$ cat src/bgauge_pkg.sv
// Shared constants, types and command/status bundles of the battery gauge.
package bgauge_pkg;

  // Register file
  localparam int CFG_W      = 16;
  localparam int CFG_ADDR_W = 3;

  localparam logic [CFG_ADDR_W-1:0] CFG_TOP    = 3'd0;
  localparam logic [CFG_ADDR_W-1:0] CFG_BOTTOM = 3'd1;
  localparam logic [CFG_ADDR_W-1:0] CFG_EMPTY  = 3'd2;
  localparam logic [CFG_ADDR_W-1:0] CFG_FULL   = 3'd3;
  localparam logic [CFG_ADDR_W-1:0] CFG_GAIN   = 3'd4;

  localparam logic [CFG_W-1:0] TOP_RST    = 16'd100;
  localparam logic [CFG_W-1:0] BOTTOM_RST = 16'd100;
  localparam logic [CFG_W-1:0] EMPTY_RST  = 16'd3300;
  localparam logic [CFG_W-1:0] FULL_RST   = 16'd4200;
  localparam logic [CFG_W-1:0] GAIN_RST   = 16'd9830;

  // Field widths
  localparam int MV_W    = 12;
  localparam int PCT_W   = 7;
  localparam int SUM_W   = 21;
  localparam int TREND_W = 22;
  localparam int ACC_W   = 32;

  // Window length default
  localparam int WINDOW_LEN_DEF = 16;

  // Divider: dividend is mv * (top + bottom), 12 + 17 bits
  localparam int NUM_W       = MV_W + CFG_W + 1;
  localparam int DIV_CNT_W   = $clog2(NUM_W + 1);
  localparam int SCALE_ITERS = NUM_W;
  localparam int PCT_ITERS   = CFG_W;

  // Percent step = span / 100 via reciprocal multiply (exact for 16-bit span)
  localparam logic [16:0] PCT_RECIP = 17'd83887;
  localparam int          PCT_SHIFT = 23;
  localparam int          STEP_W    = 10;
  localparam logic [PCT_W-1:0] PCT_FULL = 7'd100;

  // Controller to datapath commands
  typedef struct packed {
    logic capture;
    logic num_mul;
    logic div_scale;
    logic scale_sat;
    logic scale_quot;
    logic flt_mul;
    logic flt_add;
    logic win_add;
    logic win_close;
    logic pct_div;
    logic pct_direct;
    logic pct_quot;
    logic out_load;
  } cmd_t;

  // Datapath to controller status
  typedef struct packed {
    logic bot_zero;
    logic pct_skip;
    logic div_done;
    logic out_free;
  } sts_t;

endpackage

$ cat src/bgauge_div.sv
// Restoring radix-2 divider, one quotient bit per cycle.
module bgauge_div #(
  parameter int DVD_W = bgauge_pkg::NUM_W,
  parameter int DVS_W = bgauge_pkg::CFG_W
) (
  input  logic                         clk,
  input  logic                         rst_n,
  input  logic                         start,
  input  logic [DVD_W-1:0]             dividend,
  input  logic [DVS_W-1:0]             divisor,
  input  logic [$clog2(DVD_W+1)-1:0]   iters,
  output logic                         done,
  output logic [DVD_W-1:0]             quotient
);

  localparam int CNT_W = $clog2(DVD_W + 1);

  logic             busy_r;
  logic             done_r;
  logic [CNT_W-1:0] cnt_r;
  logic [DVD_W-1:0] dvd_r;
  logic [DVS_W-1:0] dvs_r;
  logic [DVS_W-1:0] rem_r;
  logic [DVD_W-1:0] quo_r;

  logic [DVS_W:0]   rem_sh;
  logic [DVS_W:0]   rem_sub;
  logic             ge;
  logic [DVS_W-1:0] rem_nxt;

  // One shift/subtract step
  always_comb begin
    rem_sh  = {rem_r, dvd_r[DVD_W-1]};
    rem_sub = rem_sh - {1'b0, dvs_r};
    ge      = (rem_sh >= {1'b0, dvs_r});
    rem_nxt = ge ? rem_sub[DVS_W-1:0] : rem_sh[DVS_W-1:0];
  end

  // Control
  always_ff @(posedge clk) begin
    if (!rst_n) begin
      busy_r <= 1'b0;
      done_r <= 1'b0;
      cnt_r  <= '0;
    end else begin
      done_r <= 1'b0;
      if (start) begin
        busy_r <= 1'b1;
        cnt_r  <= iters;
      end else if (busy_r) begin
        cnt_r <= cnt_r - CNT_W'(1);
        if (cnt_r == CNT_W'(1)) begin
          busy_r <= 1'b0;
          done_r <= 1'b1;
        end
      end
    end
  end

  // Operands and partial results
  always_ff @(posedge clk) begin
    if (start) begin
      dvd_r <= dividend;
      dvs_r <= divisor;
      rem_r <= '0;
      quo_r <= '0;
    end else if (busy_r) begin
      dvd_r <= {dvd_r[DVD_W-2:0], 1'b0};
      rem_r <= rem_nxt;
      quo_r <= {quo_r[DVD_W-2:0], ge};
    end
  end

  assign done     = done_r;
  assign quotient = quo_r;

  // A new division never starts on top of a running one
  assert property (@(posedge clk) disable iff (!rst_n) start |-> !busy_r)
    else $error("divider restarted while busy");

endmodule

$ cat src/bgauge_dp.sv
// Datapath: config registers, scaling, filter, window trend, percent, output register.
module bgauge_dp #(
  parameter int WINDOW_LEN = bgauge_pkg::WINDOW_LEN_DEF
) (
  input  logic                                clk,
  input  logic                                rst_n,
  input  bgauge_pkg::cmd_t                    cmd,
  output bgauge_pkg::sts_t                    sts,
  input  logic                                cfg_we,
  input  logic [bgauge_pkg::CFG_ADDR_W-1:0]   cfg_addr,
  input  logic [bgauge_pkg::CFG_W-1:0]        cfg_wdata,
  input  logic [bgauge_pkg::MV_W-1:0]         in_sample_mv,
  input  logic                                in_soft_mode,
  input  logic                                in_charge_pin,
  output logic                                out_valid,
  input  logic                                out_stall,
  output logic [15:0]                         out_filtered_mv,
  output logic [bgauge_pkg::PCT_W-1:0]        out_charge_percent,
  output logic                                out_charging,
  output logic signed [bgauge_pkg::TREND_W-1:0] out_window_trend
);

  localparam int CNT_W = $clog2(WINDOW_LEN + 1);
  localparam int SUM_W = bgauge_pkg::SUM_W;
  localparam int NUM_W = bgauge_pkg::NUM_W;
  localparam int PCT_W = bgauge_pkg::PCT_W;

  // Config registers
  logic [15:0] top_r, bot_r, empty_r, full_r, gain_r;

  // Item registers
  logic [bgauge_pkg::MV_W-1:0] mv_r;
  logic                        soft_r;
  logic                        pin_r;
  logic [NUM_W-1:0]            num_r;
  logic [15:0]                 scaled_r;
  logic [48:0]                 p1_r;
  logic [31:0]                 p2_r;
  logic [32:0]                 step_prod_r;
  logic [PCT_W-1:0]            pct_r;

  // Persistent state
  logic [31:0]                     s_r;
  logic [CNT_W-1:0]                cnt_r;
  logic                            close_r;
  logic [SUM_W-1:0]                wsum_r;
  logic [SUM_W-1:0]                prev_r;
  logic [bgauge_pkg::TREND_W-1:0]  trend_r;

  // Output register
  logic                            out_valid_r;
  logic [15:0]                     out_filt_r;
  logic [PCT_W-1:0]                out_pct_r;
  logic                            out_chg_r;
  logic [bgauge_pkg::TREND_W-1:0]  out_trend_r;

  // Combinational helpers
  logic [16:0]                 div_sum;
  logic [15:0]                 filt;
  logic [31:0]                 s_eff;
  logic [16:0]                 gain_c;
  logic [SUM_W-1:0]            wsum_base;
  logic [SUM_W-1:0]            prev_eff;
  logic [SUM_W-1:0]            diff_sum;
  logic [15:0]                 span;
  logic [bgauge_pkg::STEP_W-1:0] step;
  logic                        le_empty;
  logic                        ge_full;
  logic [15:0]                 pct_num;
  logic                        div_start;
  logic [NUM_W-1:0]            div_dvd;
  logic [15:0]                 div_dvs;
  logic [bgauge_pkg::DIV_CNT_W-1:0] div_iters;
  logic                        div_done;
  logic [NUM_W-1:0]            div_quo;
  logic                        trend_pos;

  always_comb begin
    div_sum   = {1'b0, top_r} + {1'b0, bot_r};
    filt      = s_r[31:16];
    s_eff     = (s_r == '0) ? {scaled_r, 16'd0} : s_r;
    gain_c    = 17'h10000 - {1'b0, gain_r};
    wsum_base = (cnt_r == CNT_W'(WINDOW_LEN)) ? '0 : wsum_r;
    prev_eff  = (prev_r == '0) ? wsum_r : prev_r;
    diff_sum  = wsum_r - prev_eff;
    span      = full_r - empty_r;
    step      = step_prod_r[bgauge_pkg::PCT_SHIFT +: bgauge_pkg::STEP_W];
    le_empty  = (filt <= empty_r);
    ge_full   = (filt >= full_r);
    pct_num   = filt - empty_r;
    trend_pos = !trend_r[bgauge_pkg::TREND_W-1] && (trend_r != '0);
  end

  // Shared divider: scaling first, then percent
  assign div_start = cmd.div_scale | cmd.pct_div;
  assign div_dvd   = cmd.pct_div ? {pct_num, {(NUM_W-16){1'b0}}} : num_r;
  assign div_dvs   = cmd.pct_div ? {{(16-bgauge_pkg::STEP_W){1'b0}}, step} : bot_r;
  assign div_iters = cmd.pct_div ? bgauge_pkg::DIV_CNT_W'(bgauge_pkg::PCT_ITERS)
                                 : bgauge_pkg::DIV_CNT_W'(bgauge_pkg::SCALE_ITERS);

  bgauge_div #(
    .DVD_W (NUM_W),
    .DVS_W (16)
  ) u_div (
    .clk      (clk),
    .rst_n    (rst_n),
    .start    (div_start),
    .dividend (div_dvd),
    .divisor  (div_dvs),
    .iters    (div_iters),
    .done     (div_done),
    .quotient (div_quo)
  );

  // Config writes
  always_ff @(posedge clk) begin
    if (!rst_n) begin
      top_r   <= bgauge_pkg::TOP_RST;
      bot_r   <= bgauge_pkg::BOTTOM_RST;
      empty_r <= bgauge_pkg::EMPTY_RST;
      full_r  <= bgauge_pkg::FULL_RST;
      gain_r  <= bgauge_pkg::GAIN_RST;
    end else if (cfg_we) begin
      case (cfg_addr)
        bgauge_pkg::CFG_TOP:    top_r   <= cfg_wdata;
        bgauge_pkg::CFG_BOTTOM: bot_r   <= cfg_wdata;
        bgauge_pkg::CFG_EMPTY:  empty_r <= cfg_wdata;
        bgauge_pkg::CFG_FULL:   full_r  <= cfg_wdata;
        bgauge_pkg::CFG_GAIN:   gain_r  <= cfg_wdata;
        default: ;
      endcase
    end
  end

  // Per-item payload pipeline
  always_ff @(posedge clk) begin
    if (cmd.capture) begin
      mv_r   <= in_sample_mv;
      soft_r <= in_soft_mode;
      pin_r  <= in_charge_pin;
    end
    if (cmd.num_mul) begin
      num_r <= {{(NUM_W-bgauge_pkg::MV_W){1'b0}}, mv_r} * {{(NUM_W-17){1'b0}}, div_sum};
    end
    if (cmd.scale_sat) begin
      scaled_r <= 16'hFFFF;
    end else if (cmd.scale_quot) begin
      scaled_r <= (div_quo[NUM_W-1:16] != '0) ? 16'hFFFF : div_quo[15:0];
    end
    if (cmd.flt_mul) begin
      p1_r <= {17'd0, s_eff} * {32'd0, gain_c};
      p2_r <= {16'd0, scaled_r} * {16'd0, gain_r};
    end
    if (cmd.win_add) begin
      step_prod_r <= {17'd0, span} * {16'd0, bgauge_pkg::PCT_RECIP};
    end
    if (cmd.pct_direct) begin
      pct_r <= le_empty ? '0 : bgauge_pkg::PCT_FULL;
    end else if (cmd.pct_quot) begin
      pct_r <= (div_quo > NUM_W'(bgauge_pkg::PCT_FULL)) ? bgauge_pkg::PCT_FULL
                                                       : div_quo[PCT_W-1:0];
    end
  end

  // Filter and window state
  always_ff @(posedge clk) begin
    if (!rst_n) begin
      s_r     <= '0;
      cnt_r   <= CNT_W'(WINDOW_LEN);
      close_r <= 1'b0;
      wsum_r  <= '0;
      prev_r  <= '0;
      trend_r <= '0;
    end else begin
      // Re-prime clears both window sums
      if (cmd.flt_mul && (s_r == '0)) begin
        wsum_r <= '0;
        prev_r <= '0;
      end
      if (cmd.flt_add) begin
        s_r <= p1_r[47:16] + p2_r;
      end
      if (cmd.win_add) begin
        wsum_r  <= wsum_base + {{(SUM_W-16){1'b0}}, filt};
        close_r <= (cnt_r == '0);
        cnt_r   <= (cnt_r == '0) ? CNT_W'(WINDOW_LEN) : cnt_r - CNT_W'(1);
      end
      // Window close: trend from successive sums
      if (cmd.win_close && close_r) begin
        trend_r <= {diff_sum[SUM_W-1], diff_sum};
        prev_r  <= wsum_r;
      end
    end
  end

  // Output register
  always_ff @(posedge clk) begin
    if (!rst_n) begin
      out_valid_r <= 1'b0;
    end else if (cmd.out_load) begin
      out_valid_r <= 1'b1;
    end else if (!out_stall) begin
      out_valid_r <= 1'b0;
    end
  end

  always_ff @(posedge clk) begin
    if (cmd.out_load) begin
      out_filt_r  <= filt;
      out_pct_r   <= pct_r;
      out_chg_r   <= soft_r ? trend_pos : pin_r;
      out_trend_r <= trend_r;
    end
  end

  assign out_valid          = out_valid_r;
  assign out_filtered_mv    = out_filt_r;
  assign out_charge_percent = out_pct_r;
  assign out_charging       = out_chg_r;
  assign out_window_trend   = out_trend_r;

  // Status
  assign sts.bot_zero = (bot_r == '0);
  assign sts.pct_skip = le_empty || ge_full || (step == '0);
  assign sts.div_done = div_done;
  assign sts.out_free = !out_valid_r || !out_stall;

  // Window counter stays within its reload value
  assert property (@(posedge clk) disable iff (!rst_n) cnt_r <= CNT_W'(WINDOW_LEN))
    else $error("window countdown out of range");

  // Trend only moves on a window close
  assert property (@(posedge clk) disable iff (!rst_n) !cmd.win_close |=> $stable(trend_r))
    else $error("trend changed outside window close");

  // Delivered percent never exceeds full scale
  assert property (@(posedge clk) disable iff (!rst_n)
                   out_valid_r |-> (out_pct_r <= bgauge_pkg::PCT_FULL))
    else $error("percent above 100");

endmodule

$ cat src/bgauge_ctrl.sv
// Controller: sequences one item through scaling, filter, window and percent.
module bgauge_ctrl (
  input  logic             clk,
  input  logic             rst_n,
  input  logic             in_valid,
  output logic             in_stall,
  input  bgauge_pkg::sts_t sts,
  output bgauge_pkg::cmd_t cmd
);

  localparam logic [3:0] ST_IDLE = 4'd0;
  localparam logic [3:0] ST_NUM  = 4'd1;
  localparam logic [3:0] ST_DSC  = 4'd2;
  localparam logic [3:0] ST_WSC  = 4'd3;
  localparam logic [3:0] ST_FMUL = 4'd4;
  localparam logic [3:0] ST_FADD = 4'd5;
  localparam logic [3:0] ST_WIN  = 4'd6;
  localparam logic [3:0] ST_TRD  = 4'd7;
  localparam logic [3:0] ST_PCT  = 4'd8;
  localparam logic [3:0] ST_WPC  = 4'd9;
  localparam logic [3:0] ST_OUT  = 4'd10;

  logic [3:0] state_r;
  logic [3:0] state_nxt;

  assign in_stall = (state_r != ST_IDLE);

  // Next state and commands
  always_comb begin
    state_nxt = state_r;
    cmd       = '0;
    case (state_r)
      ST_IDLE: begin
        if (in_valid) begin
          cmd.capture = 1'b1;
          state_nxt   = ST_NUM;
        end
      end
      ST_NUM: begin
        cmd.num_mul = 1'b1;
        state_nxt   = ST_DSC;
      end
      ST_DSC: begin
        if (sts.bot_zero) begin
          cmd.scale_sat = 1'b1;
          state_nxt     = ST_FMUL;
        end else begin
          cmd.div_scale = 1'b1;
          state_nxt     = ST_WSC;
        end
      end
      ST_WSC: begin
        if (sts.div_done) begin
          cmd.scale_quot = 1'b1;
          state_nxt      = ST_FMUL;
        end
      end
      ST_FMUL: begin
        cmd.flt_mul = 1'b1;
        state_nxt   = ST_FADD;
      end
      ST_FADD: begin
        cmd.flt_add = 1'b1;
        state_nxt   = ST_WIN;
      end
      ST_WIN: begin
        cmd.win_add = 1'b1;
        state_nxt   = ST_TRD;
      end
      ST_TRD: begin
        cmd.win_close = 1'b1;
        state_nxt     = ST_PCT;
      end
      ST_PCT: begin
        if (sts.pct_skip) begin
          cmd.pct_direct = 1'b1;
          state_nxt      = ST_OUT;
        end else begin
          cmd.pct_div = 1'b1;
          state_nxt   = ST_WPC;
        end
      end
      ST_WPC: begin
        if (sts.div_done) begin
          cmd.pct_quot = 1'b1;
          state_nxt    = ST_OUT;
        end
      end
      ST_OUT: begin
        if (sts.out_free) begin
          cmd.out_load = 1'b1;
          state_nxt    = ST_IDLE;
        end
      end
      default: state_nxt = ST_IDLE;
    endcase
  end

  always_ff @(posedge clk) begin
    if (!rst_n) begin
      state_r <= ST_IDLE;
    end else begin
      state_r <= state_nxt;
    end
  end

endmodule

$ cat src/battery_gauge_filter_trend.sv
// The percent skips its division when the filtered value is at or below empty, at or above full,
// or the step is zero; the shared divider, at one quotient bit per cycle, does both the scaling
// and the percent division. A zero bottom resistor skips the scaling division. One item at a time:
// the next input transfer is taken the cycle after the result is loaded into the output register,
// and that load waits while the output register stays stalled.
// Synchronous active-low reset restores register defaults, empties the filter and window state.
module battery_gauge_filter_trend #(
  parameter int WINDOW_LEN = bgauge_pkg::WINDOW_LEN_DEF
) (
  input  logic                                  clk,
  input  logic                                  rst_n,
  input  logic                                  in_valid,
  output logic                                  in_stall,
  input  logic [bgauge_pkg::MV_W-1:0]           in_sample_mv,
  input  logic                                  in_soft_mode,
  input  logic                                  in_charge_pin,
  output logic                                  out_valid,
  input  logic                                  out_stall,
  output logic [15:0]                           out_filtered_mv,
  output logic [bgauge_pkg::PCT_W-1:0]          out_charge_percent,
  output logic                                  out_charging,
  output logic signed [bgauge_pkg::TREND_W-1:0] out_window_trend,
  input  logic                                  cfg_we,
  input  logic [bgauge_pkg::CFG_ADDR_W-1:0]     cfg_addr,
  input  logic [bgauge_pkg::CFG_W-1:0]          cfg_wdata
);

  bgauge_pkg::cmd_t cmd;
  bgauge_pkg::sts_t sts;

  bgauge_ctrl u_ctrl (
    .clk      (clk),
    .rst_n    (rst_n),
    .in_valid (in_valid),
    .in_stall (in_stall),
    .sts      (sts),
    .cmd      (cmd)
  );

  bgauge_dp #(
    .WINDOW_LEN (WINDOW_LEN)
  ) u_dp (
    .clk                (clk),
    .rst_n              (rst_n),
    .cmd                (cmd),
    .sts                (sts),
    .cfg_we             (cfg_we),
    .cfg_addr           (cfg_addr),
    .cfg_wdata          (cfg_wdata),
    .in_sample_mv       (in_sample_mv),
    .in_soft_mode       (in_soft_mode),
    .in_charge_pin      (in_charge_pin),
    .out_valid          (out_valid),
    .out_stall          (out_stall),
    .out_filtered_mv    (out_filtered_mv),
    .out_charge_percent (out_charge_percent),
    .out_charging       (out_charging),
    .out_window_trend   (out_window_trend)
  );

endmodule
$ cat config.mk
export PLATFORM = sky130hd
export DESIGN_NAME = battery_gauge_filter_trend
export DESIGN_NICKNAME = d
export VERILOG_FILES = /design/src/bgauge_pkg.sv /design/src/bgauge_div.sv /design/src/bgauge_dp.sv /design/src/bgauge_ctrl.sv /design/src/battery_gauge_filter_trend.sv
export SDC_FILE = /design/constraint.sdc
export NUM_CORES = 2
export LEC_CHECK = 0
export BUFFER_PORTS_ARGS = -buffer_cell sky130_fd_sc_hd__buf_2
export CAP_MARGIN = 0
export CORE_MARGIN = 1
export CORE_UTILIZATION = 45
export DETAILED_ROUTE_END_ITERATION = 10
export PLACE_DENSITY = 0.68
export SLEW_MARGIN = 20
export SYNTH_ARGS = -nofsm -noshare
export SYNTH_HDL_FRONTEND = slang
export SYNTH_SLANG_ARGS = --single-unit
$ cat constraint.sdc
create_clock -name clk -period 8.55 [get_ports clk]
set_input_delay 1.71 -clock clk [delete_from_list [all_inputs] [get_ports clk]]
set_output_delay 1.71 -clock clk [all_outputs]
set_load 0.05 [all_outputs]
==> impl_metrics.ini <==
[logic_synthesis]
avgSynthCellArea_um2 = 9.08
synth-seq-area-share_pct = 19.6
yosysWarnings = 0
syn-num-nets = 7981
post_synth_num_cell_types = 83
netlist_area_mm2 = 0.0588
synthFlopType = dfxtp_1
synth_seq_cells = 468
synth-async-reset-ratio_pct = 0
synthCells = 6477
synth-edff-count = 214

[cells_and_area]
finish.instance_area_mm2 = 0.0643
final_cell_mix = inv_1 (1140), nand2_1 (989), fa_1 (892)
mostFrequentLayoutCell = inv_1
area_growth_pct = 9.21
fin_nets = 8046
fill_cells = 12058
diodes = 0
drive_gt1_share_pct = 7.50

[power]
ir_worst_vdd_mv = 0.467
power.density_mw_per_mm2 = 203
switching_share_pct = 42.5
comb_power_share_pct = 57.6
pwr-share-clk_pct = 18.6
p_switching_mw = 5.55
p_leak_nw = 30.7
p_seq_share_pct = 23.8
p_int_mw = 7.50
power.total_mw = 13.1

[timing]
relSlewSlack_pct = 28.4
hold_viol = 0
period_needed_ns = 8.33
drv_slew = 0
worst_clock_skew_ns = 0.0407
tns_ns = 0
timing.final.crit_share_pct = 97.4
setup_viol = 0
worst_pin_slew_ns = 1.07
max_freq_mhz = 120
holdWs_ns = 0.419
fin_ws_ns = 0.221

[floorplanning]
pin_count = 86
chipHeight_um = 364
rows = 132
start_util_pct = 45.4
die_area_mm2 = 0.132
fp.dieW_um = 364
core_mm2 = 0.130

[route]
dr.pass1.iters = 6
via_per_inst = 5.36
final_antenna_net_count = 0
wl_per_cell_um = 18.4
post-route-drc-count = 0
drt_wl_total_um = 153000
first_iter_violations = 3310
num_vias = 44682

[cts]
cts_max_level = 2
clock-sinks = 468
ctsLongestPathBuffers = 3
cts-root-buf = clkbuf_16
cts_made_buffers = 53
clk_pin_slew_ns = 0.06
cts_tree = built
clk_latency_ns = 0.66

[grt]
grt_use_total_pct = 23.6
antenna_found_initial = 5
grt_pass1_vias = 46258
grt.overflow.total = 0
grt_max_degree = 91
grt_pass1_wl_um = 246000

[worst_setup_path]
r2r-start = u_dp.full_r[0]
worstPathArrival_ns = 8.72
cp.required_ns = 8.94
rrSetupSlack_ns = 0.22
slowest_delay_ns = 0.55
cp_common_cell = fa_1
cp-end-kind = register
crit_path_top_delay_cell = fa_1
setup.worst_path.start = u_dp.full_r[0]
cp_max_fo = 3
worstSetupPathType = reg2reg
critPathLaunchType = register

[placed_design]
pre_cts_ws_ns = 0.0149
place.gp.congestion = 0.916
post_dp_cell_area_mm2 = 0.0621
port_buffers = 85
place_hpwl_um = 120000

[run]
drv_cap = 0

[min_path]
min_from = u_dp.pct_r[0]
hold_class = reg2reg

[outcome]
status = finished clean
cell usage after synthesis, drive strengths merged, types with 10 or more instances:
| cell | number | share of area [%] |
|---|---|---|
| clkbuf | 259 | 1.7 |
| a21boi | 10 | 0.13 |
| and2 | 337 | 3.6 |
| nand3b | 10 | 0.13 |
| xnor2 | 145 | 2.2 |
| dfxtp | 254 | 8.6 |
| o21ai | 134 | 1.2 |
| nand2b | 35 | 0.37 |
| mux2i | 44 | 0.75 |
| nand2 | 989 | 6.3 |
| or2 | 17 | 0.18 |
| and3 | 27 | 0.29 |
| nor2 | 331 | 2.1 |
| a22oi | 37 | 0.47 |
| nor3 | 72 | 0.63 |
| nand4 | 28 | 0.30 |
| a211oi | 38 | 0.50 |
| buf | 31 | 0.28 |
| xor2 | 77 | 1.1 |
| nand3 | 66 | 0.56 |
| a31oi | 25 | 0.27 |
| or3 | 19 | 0.20 |
| fa | 895 | 30 |
| a21oi | 307 | 2.6 |
| nor4 | 35 | 0.37 |
| o21a | 29 | 0.37 |
| edfxtp | 214 | 11 |
| o21bai | 21 | 0.27 |
| a221o | 19 | 0.32 |
| inv | 1148 | 7.3 |
| nor2b | 43 | 0.46 |
| o211ai | 22 | 0.29 |
| a21o | 94 | 1.2 |
| ha | 571 | 12 |
flip-flops by register name, indices dropped and copies added (netlist names), 10 cells and up:
| register | count |
|---|---|
| u_dp.bot_r | 16 |
| u_dp.empty_r | 16 |
| u_dp.full_r | 16 |
| u_dp.gain_r | 16 |
| u_dp.mv_r | 12 |
| u_dp.num_r | 29 |
| u_dp.out_filtered_mv | 16 |
| u_dp.out_window_trend | 21 |
| u_dp.p1_r | 32 |
| u_dp.p2_r | 32 |
| u_dp.prev_r | 21 |
| u_dp.s_r | 32 |
| u_dp.scaled_r | 16 |
| u_dp.step_prod_r | 10 |
| u_dp.top_r | 16 |
| u_dp.trend_r | 21 |
| u_dp.u_div.dvd_r | 29 |
| u_dp.u_div.dvs_r | 16 |
| u_dp.u_div.quotient | 29 |
| u_dp.u_div.rem_r | 16 |
| u_dp.wsum_r | 21 |
metrics by stage:
step                utilization, %  cells
global placement              47.9   8223
global route                  49.6   8329
finish                        49.6   8329
detailed placement            47.9   8223
floorplan                        -   6477
CTS                           49.3   8323
layout make-up:
class                   count  area, um^2  area share (%)
clock buffers              69        1490            2.32
clock inverters            31         358           0.557
inverters                1148        4310            6.71
multi-input cells        4571       42300            65.8
flip-flops and latches    468       11500            17.9
well taps                1742        2180            3.39
repair buffers            300        2150            3.35
worst max-delay path: cells and delay by family, from the launching register on:
| kind | cells | cell delay, ns |
|---|---|---|
| AOI/OAI and AO/OA | 17 | 3.08 |
| xor gates and xnor gates | 2 | 0.30 |
| adders and majority gates | 9 | 3.78 |
| buffers and inverters | 4 | 0.30 |
| DFF | 1 | 0.32 |
| and+or+nand+nor | 2 | 0.26 |
cells by family after synthesis:
family | share of synthesized area [%]
adders and majority gates | 42.6
buffers and inverters | 9.26
xor gates and xnor gates | 3.30
muxes | 0.787
and+or+nand+nor | 15.9
AOI/OAI and AO/OA | 8.60
DFF | 19.6
per-layer routing:
layer,global-route usage (%),up-vias,wire length [um]
met5,0,-,27
met4,8.36,4,5570
met3,3.49,304,10600
met2,40.8,1449,74900
met1,30.1,22359,62300
li1,-,20566,-
power groups by stage:
stage	combinational, mW	sequential (mW)	clock, mW
floorplan	5.64	3.04	0
global placement	7.17	3.14	0
detailed placement	7.38	3.14	0
CTS	7.45	3.10	2.46
global route	8.64	3.14	2.55
finish	7.52	3.11	2.42
final timing paths:
check	to	depth (start not counted)
setup / recovery	u_dp.step_prod_r[30]	34
hold / removal	u_dp.out_charge_percent[0]	0
setup reg to reg	u_dp.step_prod_r[30]	34
hold reg to reg	u_dp.out_charge_percent[0]	0
timing repair:
item,4_1_cts,5_1_grt
cloned,0,0
pin swaps,0,34
hold buffers,0,0
endpoints found under the setup margin,2,18
setup buffers,0,6
gates resized for setup,1,51
Note: power is estimated with default switching activity, not from simulation.
